**src/hdl/hid_key_report_builder_assert.svh**
```systemverilog
// assertion macros shared by the report builder rtl
// expects clk and rst in the scope of each use
`ifndef HID_KEY_REPORT_BUILDER_ASSERT_SVH
`define HID_KEY_REPORT_BUILDER_ASSERT_SVH

// condition a implies condition c in the same cycle
`define HKRB_ASSERT_SAME(label, a, c) \
  label: assert property (@(posedge clk) disable iff (rst) (a) |-> (c)) \
    else $error("hkrb same-cycle check failed");

// condition a implies condition c in the next cycle
`define HKRB_ASSERT_NEXT(label, a, c) \
  label: assert property (@(posedge clk) disable iff (rst) (a) |=> (c)) \
    else $error("hkrb next-cycle check failed");

`endif

```
**src/hdl/hkrb_pkg.sv**
```systemverilog
// shared types and constants for the hid key report builder
// no dependencies
package hkrb_pkg;

  localparam int KEY_SLOTS_DEFAULT      = 6;
  localparam int MODIFIER_BASE_DEFAULT  = 224;
  localparam int MODIFIER_COUNT_DEFAULT = 8;
  localparam int REPORTED_SLOTS         = 6;
  localparam int CODE_W                 = 8;

  typedef enum logic [1:0] {
    STATUS_OK        = 2'd0,
    STATUS_BUSY      = 2'd1,
    STATUS_NOT_FOUND = 2'd2
  } status_code_t;

  typedef enum logic [1:0] {
    ST_IDLE,
    ST_SCAN,
    ST_EMIT
  } state_t;

  // controller to datapath
  typedef struct packed {
    logic         load;        // latch input word, rewind scan
    logic         advance;     // step to next slot
    logic         mod_update;  // apply modifier press or release
    logic         slot_write;  // write current slot
    logic         set_status;  // record status code
    status_code_t status;
    logic         emit;        // load output register
  } hkrb_cmd_t;

  // datapath to controller
  typedef struct packed {
    logic pressed;
    logic is_mod;
    logic hit;
    logic last;
    logic out_busy;
  } hkrb_stat_t;

endpackage

```
**src/hdl/hkrb_datapath.sv**
```systemverilog
// datapath: modifier mask, key slots, scan index and output register
// depends on hkrb_pkg
module hkrb_datapath #(
  parameter int KEY_SLOTS      = hkrb_pkg::KEY_SLOTS_DEFAULT,
  parameter int MODIFIER_BASE  = hkrb_pkg::MODIFIER_BASE_DEFAULT,
  parameter int MODIFIER_COUNT = hkrb_pkg::MODIFIER_COUNT_DEFAULT
) (
  input  logic                clk,
  input  logic                rst,
  input  hkrb_pkg::hkrb_cmd_t cmd,
  output hkrb_pkg::hkrb_stat_t stat,
  input  logic                in_pressed,
  input  logic [7:0]          in_code,
  output logic                out_valid,
  input  logic                out_ready,
  output logic [1:0]          out_status,
  output logic [55:0]         out_report
);
  import hkrb_pkg::*;

  localparam int IDX_W = (KEY_SLOTS > 1) ? $clog2(KEY_SLOTS) : 1;
  localparam logic [8:0] MOD_BASE  = 9'(MODIFIER_BASE);
  localparam logic [8:0] MOD_COUNT = 9'(MODIFIER_COUNT);
  localparam logic [IDX_W-1:0] LAST_IDX = IDX_W'(KEY_SLOTS - 1);

  logic              pressed;
  logic [7:0]        code;
  logic [IDX_W-1:0]  idx;
  logic [1:0]        status;
  logic [7:0]        mods;
  logic [7:0]        slots [KEY_SLOTS];
  logic [8:0]        mod_off;
  logic [7:0]        mod_mask;
  logic [7:0]        target;
  logic [55:0]       report;

  assign mod_off  = {1'b0, code} - MOD_BASE;
  assign mod_mask = 8'b1 << mod_off[2:0];
  assign target   = pressed ? 8'd0 : code;

  assign stat.pressed  = pressed;
  assign stat.is_mod   = ({1'b0, code} >= MOD_BASE) && (mod_off < MOD_COUNT);
  assign stat.hit      = (slots[idx] == target);
  assign stat.last     = (idx == LAST_IDX);
  assign stat.out_busy = out_valid && !out_ready;

  // report view: modifier byte, then reported slots, absent slots read zero
  assign report[7:0] = mods;
  for (genvar j = 0; j < REPORTED_SLOTS; j++) begin : g_rep
    if (j < KEY_SLOTS) begin : g_have
      assign report[8*j+15 -: 8] = slots[j];
    end else begin : g_none
      assign report[8*j+15 -: 8] = 8'd0;
    end
  end

  always_ff @(posedge clk) begin
    if (cmd.load) begin
      pressed <= in_pressed;
      code    <= in_code;
    end
    if (cmd.set_status) begin
      status <= cmd.status;
    end
    if (cmd.emit) begin
      out_status <= status;
      out_report <= report;
    end
  end

  always_ff @(posedge clk) begin
    if (rst) begin
      idx       <= '0;
      mods      <= '0;
      out_valid <= 1'b0;
      for (int i = 0; i < KEY_SLOTS; i++) begin
        slots[i] <= '0;
      end
    end else begin
      if (cmd.load) begin
        idx <= '0;
      end else if (cmd.advance) begin
        idx <= idx + 1'b1;
      end
      if (cmd.mod_update) begin
        mods <= pressed ? (mods | mod_mask) : (mods & ~mod_mask);
      end
      if (cmd.slot_write) begin
        slots[idx] <= pressed ? code : 8'd0;
      end
      if (cmd.emit) begin
        out_valid <= 1'b1;
      end else if (out_ready) begin
        out_valid <= 1'b0;
      end
    end
  end

endmodule

```
**src/hdl/hkrb_controller.sv**
```systemverilog
// controller: sequences accept, slot scan and result hand-off
// depends on hkrb_pkg and hid_key_report_builder_assert.svh
`include "hid_key_report_builder_assert.svh"

module hkrb_controller (
  input  logic                 clk,
  input  logic                 rst,
  input  logic                 in_valid,
  output logic                 in_ready,
  input  hkrb_pkg::hkrb_stat_t stat,
  output hkrb_pkg::hkrb_cmd_t  cmd
);
  import hkrb_pkg::*;

  state_t state;
  state_t state_next;

  always_ff @(posedge clk) begin
    if (rst) begin
      state <= ST_IDLE;
    end else begin
      state <= state_next;
    end
  end

  always_comb begin
    state_next = state;
    cmd        = '0;
    cmd.status = STATUS_OK;
    in_ready   = 1'b0;
    unique case (state)
      ST_IDLE: begin
        in_ready = 1'b1;
        if (in_valid) begin
          cmd.load   = 1'b1;
          state_next = ST_SCAN;
        end
      end
      ST_SCAN: begin
        priority if (stat.is_mod) begin
          cmd.mod_update = 1'b1;
          cmd.set_status = 1'b1;
          state_next     = ST_EMIT;
        end else if (stat.hit) begin
          cmd.slot_write = 1'b1;
          cmd.set_status = 1'b1;
          state_next     = ST_EMIT;
        end else if (stat.last) begin
          cmd.set_status = 1'b1;
          cmd.status     = stat.pressed ? STATUS_BUSY : STATUS_NOT_FOUND;
          state_next     = ST_EMIT;
        end else begin
          cmd.advance = 1'b1;
        end
      end
      ST_EMIT: begin
        if (!stat.out_busy) begin
          cmd.emit   = 1'b1;
          state_next = ST_IDLE;
        end
      end
      default: begin
        state_next = ST_IDLE;
      end
    endcase
  end

  `HKRB_ASSERT_SAME(a_emit_free, cmd.emit, !stat.out_busy)
  `HKRB_ASSERT_SAME(a_write_hit, cmd.slot_write, stat.hit && !stat.is_mod)
  `HKRB_ASSERT_SAME(a_adv_not_last, cmd.advance, !stat.last && !stat.hit)
  `HKRB_ASSERT_NEXT(a_load_scan, cmd.load, state == ST_SCAN && !in_ready)

endmodule

```
**src/hdl/hid_key_report_builder.sv**
```systemverilog
// hid key report builder: keeps a boot-keyboard report (modifier byte and
// key slots) from a stream of press and release events, one result word per
// event word. a modifier code sets its bit on press and clears it on release;
// any other code fills the first empty slot on press or clears the first
// matching slot on release. the slot registers are scanned one slot per
// cycle, and one event is scanned at a time. the result sits in an output
// register, so a stalled master side holds it while the next event is taken
// and scanned.
// depends on hkrb_pkg, hkrb_controller and hkrb_datapath
module hid_key_report_builder #(
  parameter int KEY_SLOTS      = hkrb_pkg::KEY_SLOTS_DEFAULT,
  parameter int MODIFIER_BASE  = hkrb_pkg::MODIFIER_BASE_DEFAULT,
  parameter int MODIFIER_COUNT = hkrb_pkg::MODIFIER_COUNT_DEFAULT
) (
  input  logic        clk,
  input  logic        rst,
  // event side
  input  logic        s_axis_tvalid,
  output logic        s_axis_tready,
  input  logic [7:0]  s_axis_tdata,   // [7:0] key_code
  input  logic        s_axis_tuser,   // [0] pressed
  // report side
  output logic        m_axis_tvalid,
  input  logic        m_axis_tready,
  // [7:0] modifier_bits, [15:8] slot_zero, [23:16] slot_one,
  // [31:24] slot_two, [39:32] slot_three, [47:40] slot_four, [55:48] slot_five
  output logic [55:0] m_axis_tdata,
  output logic [1:0]  m_axis_tuser    // [1:0] status
);
  import hkrb_pkg::*;

  hkrb_cmd_t  cmd;   // sequencing commands
  hkrb_stat_t stat;  // scan and output status

  hkrb_controller u_ctrl (
    .clk      (clk),
    .rst      (rst),
    .in_valid (s_axis_tvalid),
    .in_ready (s_axis_tready),
    .stat     (stat),
    .cmd      (cmd)
  );

  // slot and modifier storage plus output register
  hkrb_datapath #(
    .KEY_SLOTS      (KEY_SLOTS),
    .MODIFIER_BASE  (MODIFIER_BASE),
    .MODIFIER_COUNT (MODIFIER_COUNT)
  ) u_dp (
    .clk        (clk),
    .rst        (rst),
    .cmd        (cmd),
    .stat       (stat),
    .in_pressed (s_axis_tuser),
    .in_code    (s_axis_tdata),
    .out_valid  (m_axis_tvalid),
    .out_ready  (m_axis_tready),
    .out_status (m_axis_tuser),
    .out_report (m_axis_tdata)
  );

endmodule

```
**config.mk**
```make
export PLATFORM = sky130hd
export DESIGN_NAME = hid_key_report_builder
export DESIGN_NICKNAME = d
export VERILOG_FILES = /design/src/hdl/hkrb_pkg.sv /design/src/hdl/hkrb_datapath.sv /design/src/hdl/hkrb_controller.sv /design/src/hdl/hid_key_report_builder.sv
export VERILOG_INCLUDE_DIRS = /design/src /design/src/hdl
export SDC_FILE = /design/constraint.sdc
export NUM_CORES = 1
export LEC_CHECK = 0
export ABC_AREA = 1
export BUFFER_PORTS_ARGS = -buffer_cell sky130_fd_sc_hd__buf_2
export CORE_UTILIZATION = 37
export DETAILED_ROUTE_END_ITERATION = 10
export PLACE_DENSITY = 0.55
export SYNTH_ARGS = -nofsm -noshare
export SYNTH_HDL_FRONTEND = slang
export SYNTH_SLANG_ARGS = --single-unit
export TNS_END_PERCENT = 100
```
**constraint.sdc**
```tcl
create_clock -name clk -period 8.1 [get_ports clk]
set_clock_uncertainty 0.05 [all_clocks]
set_input_delay 0.405 -clock clk [delete_from_list [all_inputs] [get_ports clk]]
set_output_delay 0.405 -clock clk [all_outputs]
set_load 0.01 [all_outputs]
```
# Word-level counts from Yosys, hierarchy flattened
# Memory sizes are Yosys's and may differ from the RTL's. A register that Yosys moved wholly into a read port is not among the register bits.
# Cells that the tools add are included.
[totals]
in_bits = 13
output_inout_bits = 60
word_cells = 75
reg_bits = 83
ramBits = 48
mem_count = 1
[mem_list]
columns = ["name", "words", "word_bits", "read_ports", "rd_clocked_by_memory_dff", "write_ports", "line", "text"]
rows = [
  ["u_dp.slots", 6, 8, 7, 7, 6, "hkrb_datapath.sv:31", "logic [7:0] slots [KEY_SLOTS];"],
]
[op_classes]
shifts = 1
n_mux = 39
reduce_logical = 9
addsub = 2
order_cmp = 2
eq_ne = 7
n_bitwise = 5
[ops]
columns = ["operator", "count"]
rows = [
  ["$mux 8", 4],
  ["$mux 1", 21],
  ["$mux 2", 8],
  ["$mux 3", 4],
  ["$lt 9x4->1 const B", 1],
  ["$sub 8x8->9 const B", 1],
  ["$and 8x8->8", 1],
  ["$eq 8x8->1", 1],
  ["$ge 8x8->1 const B", 1],
  ["$not 8->8", 1],
  ["$or 8x8->8", 1],
  ["$reduce_or 8->1", 1],
  ["$shl 1x3->8 const A", 1],
  ["$mux 6", 1],
  ["$pmux 2 s3", 1],
  ["$ne 2x2->1 const B", 2],
  ["$ne 4x4->1 const B", 1],
  ["$reduce_or 4->1", 1],
  ["$add 3x1->3 const B", 1],
  ["$eq 3x3->1 const B", 1],
  ["$reduce_and 3->1", 1],
  ["$eq 2x1->1 const B", 1],
  ["$eq 2x2->1 const B", 1],
  ["$logic_and 1x1->1", 2],
  ["5 further kinds", 6],
]

# Longest topological paths before layout
[depth]
ltp_word = 10
depth_mapped = 18
ltp_nobuf = 16

# Cells and area by module
# A second synthesis with hierarchy kept.
[unflattened]
cells_unflattened = 530
area_unflattened_um2 = 6035.8
[modules_own_cells]
columns = ["module", "n_inst", "cells_per_inst", "seq_area_each_um2", "area_per_inst_um2"]
rows = [
  ["hkrb_datapath", 1, 503, 4294.1, 5868.1],
  ["hkrb_controller", 1, 27, 40.0, 167.7],
]

# Worst setup path after synthesis
# Ideal clock, no wire load.
[synth_timing]
kind = "register to register"
start = "register u_ctrl.state[1]"
end = "register u_dp.out_report[10] (netlist: m_axis_tdata[10]) (read register of u_dp.slots) (enable)"
required_time_ns = 7.575
path_stages_with_launch = 5
path_buffers = 0
setup_time_ns = 0.475
slack_ns = 4.646
arrival_ns = 2.929
period_less_slack_ns = 3.454
cell_sequence = "dfxtp_1 -> inv_1 -> nor2_1 -> inv_1 -> nor2_1"
[synth_rtl]
columns = ["item", "line", "text"]
rows = [
  ["start: declaration", "hkrb_controller.sv:15", "state_t state;"],
  ["start signal: assignment", "hkrb_controller.sv:22", "state <= state_next;"],
  ["end: declaration", "hkrb_datapath.sv:17", "output logic [55:0] out_report"],
]

==> flow_metrics.tcl <==
set metrics [dict create \
    min_to "u_dp.code[3]" \
    area_delta_synth_final_pct 18.2 \
    cts_root_buf "clkbuf_16" \
    yosysWarnings 0 \
    portBuffers 72 \
    dp_hpwl_um 10100 \
    clkTransAtPathRegs_ns 0.06 \
    rsz0062_at_grt "no" \
    endpoint_kind "flip-flop" \
    first_global_vias 4117 \
    wl_um 14200 \
    power.density_mw_per_mm2 234 \
    remaining_drc_errors 0 \
    start_kind "flip-flop" \
    synthCells 559 \
    h-tree-depth 4 \
    synth.top_cells.by_count "edfxtp_1 (133), nand2_1 (126), inv_1 (74)" \
    worst_hold_path.num_cells 1 \
    period_needed_ns 3.63 \
    holdCritPathClass "input port to flip-flop" \
    drive_gt1_share_pct 19.4 \
    power_leakage_nw 2.99 \
    die-area_sq_mm 0.0176 \
    worst_slew_pin_slew_ns 1.13 \
    firstDrtPassIters 4 \
    synth_top_area_share_pct 63.3 \
    timing_hold_violations_final 0 \
    synth-edff-count 133 \
    period_share_pct 44.9 \
    cts_buffer_depth 2 \
    dieHeight_um 133 \
    grt_pass1_wl_um 22500 \
    clock.fmax_ghz 0.275 \
    synth_area_sq_mm 0.00631 \
    antenna_found_initial 0 \
    cp.arrival_ns 3.63 \
    avgRoutedWirePerCell_um 16.4 \
    worst_path_max_delay_cell "dfxtp_1" \
    ys_seq_elements 150 \
    drv_slew 0 \
    cts.sinks 150 \
    tns_ns 0 \
    yosysTopAreaCell "edfxtp_1" \
    num-fill-cells 1563 \
    synth_ff_type "edfxtp_1" \
    fin_cells 869 \
    synth.distinct_cells 25 \
    numCtsBuffers 17 \
    setup_violations 0 \
    drt_iter0_markers 341 \
    synth_most_common_cell "edfxtp_1" \
    vias_per_cell 4.76 \
    dr_total_vias 4135 \
    cp.required_ns 8.10 \
    grt_usage_pct 17.2 \
    start_util_pct 37.9 \
    relSlewSlack_pct 24.4 \
    rows 47 \
    ant_nets 0 \
    cap_violations 0 \
    critPathTopFamily "simple AND/OR/NAND/NOR gates" \
    globalRoute.totalOverflow 0 \
    async_flop_share_pct 0 \
    vdd_drop_max_mv 0.143 \
    post_cts_resized 0 \
    crit_fanout 33 \
    r2r_cells 14 \
    grt_max_degree 34 \
    cp_num_buf_inv 2 \
    path_cells "inv_4 > nand2_1 > nand3_1 > nand3_1 > nand2_1 > nand2_1 > nand2_1 > inv_1 > nand2_1 > nor2_4 > nand4_4 > nor2_4 > nand2_1 > nor2_1" \
    cp_common_cell "nand2_1" \
    critPathKind "flip-flop to flip-flop" \
    pre_cts_ws_ns 4.48 \
    holdBufCountCts 0 \
    cts_tree "built" \
    syn_avg_cell_area_sq_um 11.3 \
    dpl.cell_count 837 \
    status "finished clean" \
    io_pins 73 \
    dieWidth_um 133 \
    syn_nets 575 \
    r2r_setup_slack_ns 4.47 \
    nets 652 \
    place_area_sq_mm 0.00686 \
    gp_congestion 0.926 \
    r2r_end "u_dp.slots[7][3]" \
    ys_seq_area_share_pct 68.7 \
    postLayoutCellArea_sq_mm 0.00746 \
    hold_start "s_axis_tdata[3]" \
    synth.top_cells.by_area "edfxtp_1 (63%), nand2_1 (7.5%), dfxtp_1 (5.4%), nand3_1 (4.6%), inv_1 (4.4%)" \
    fin_ws_ns 4.47 \
    fp.coreArea_sq_mm 0.0166 \
    diodes 0 \
    max_stage_delay_ns 1.07 \
    postCtsSetupBuffers 0 \
    clk_latency_ns 0.42 \
    p_total_w 0.00175 \
]
layout make-up:
cell class	instances	area, sq um	area share [%]
timing repair buffer	73	368	4.93
inverter	80	310	4.16
sequential	150	4330	58.1
tap	220	275	3.69
clock buffer	20	447	5.99
clock inverter	12	153	2.05
multi-input combinational	314	1570	21.0
worst max path at each step:
stage / endpoint / slack [ns] / cells after the start
6_report: u_dp.slots[7][3] / 4.47 / 14
5_1_grt: u_dp.slots[7][3] / 4.10 / 12
4_1_cts: u_dp.slots[7][7] / 4.47 / 12
3_5_place_dp: u_dp.slots[7][5] / 4.48 / 14
3_3_place_gp: u_dp.slots[6][3] / 4.56 / 14
2_1_floorplan: m_axis_tdata[10] / 4.65 / 4
logic make-up after synthesis:
family | count (synthesis) | synth area share [%]
AO/OA/AOI/OAI | 23 | 2.30
AND/OR/NAND/NOR | 287 | 21.7
flip-flops | 150 | 68.7
XOR/XNOR | 1 | 0.139
adder cells (fa/ha/maj) | 3 | 0.595
buffers and inverters | 95 | 6.55
metrics by stage:
| stage | hold WS (ns) | utilization (%) |
|---|---|---|
| 3_3_place_gp | 0.360 | 41.2 |
| 4_1_cts | 0.0860 | 44.8 |
| 5_1_grt | 0.0948 | 44.8 |
| 6_report | 0.106 | 44.8 |
| 3_5_place_dp | 0.361 | 41.2 |
| 2_1_floorplan | 0.350 | - |
registers in the layout, summed over array words and instances, names as in the netlist, named ones only:
name	count
u_dp.status	2
u_dp.idx	3
u_dp.code	8
u_dp.out_status	2
u_dp.slots	64
u_dp.pressed	1
u_ctrl.state	2
m_axis_tdata	48
u_dp.out_report	8
u_dp.out_valid	1
metal layers:
layer  routed length (um)  part of all wire, %  GRT usage, %
met5                    0                    0             0
met4                  414                  2.9          7.66
met3                  769                  5.4          4.29
met2                 6410                   45          26.8
met1                 6630                   47          22.8
where the power goes:
group	total, W	switching [W]	internal, W
Combinational	0.0000818	0.0000569	0.0000248
Clock	0.000794	0.000302	0.000492
Sequential	0.000870	0.0000183	0.000851
cells in the final DEF (no fill, tap or decap), types with 8 or more instances in the layout:
cell type,Yosys,routed
inv_1,74,74
nand3_4,8,8
clkbuf_16,0,17
buf_2,4,72
nand2_1,126,126
a21oi_1,15,15
edfxtp_1,133,133
nand3_1,58,58
dfxtp_1,17,17
a311oi_1,8,8
nor2_1,73,72
(Power assumes the default switching activity.)
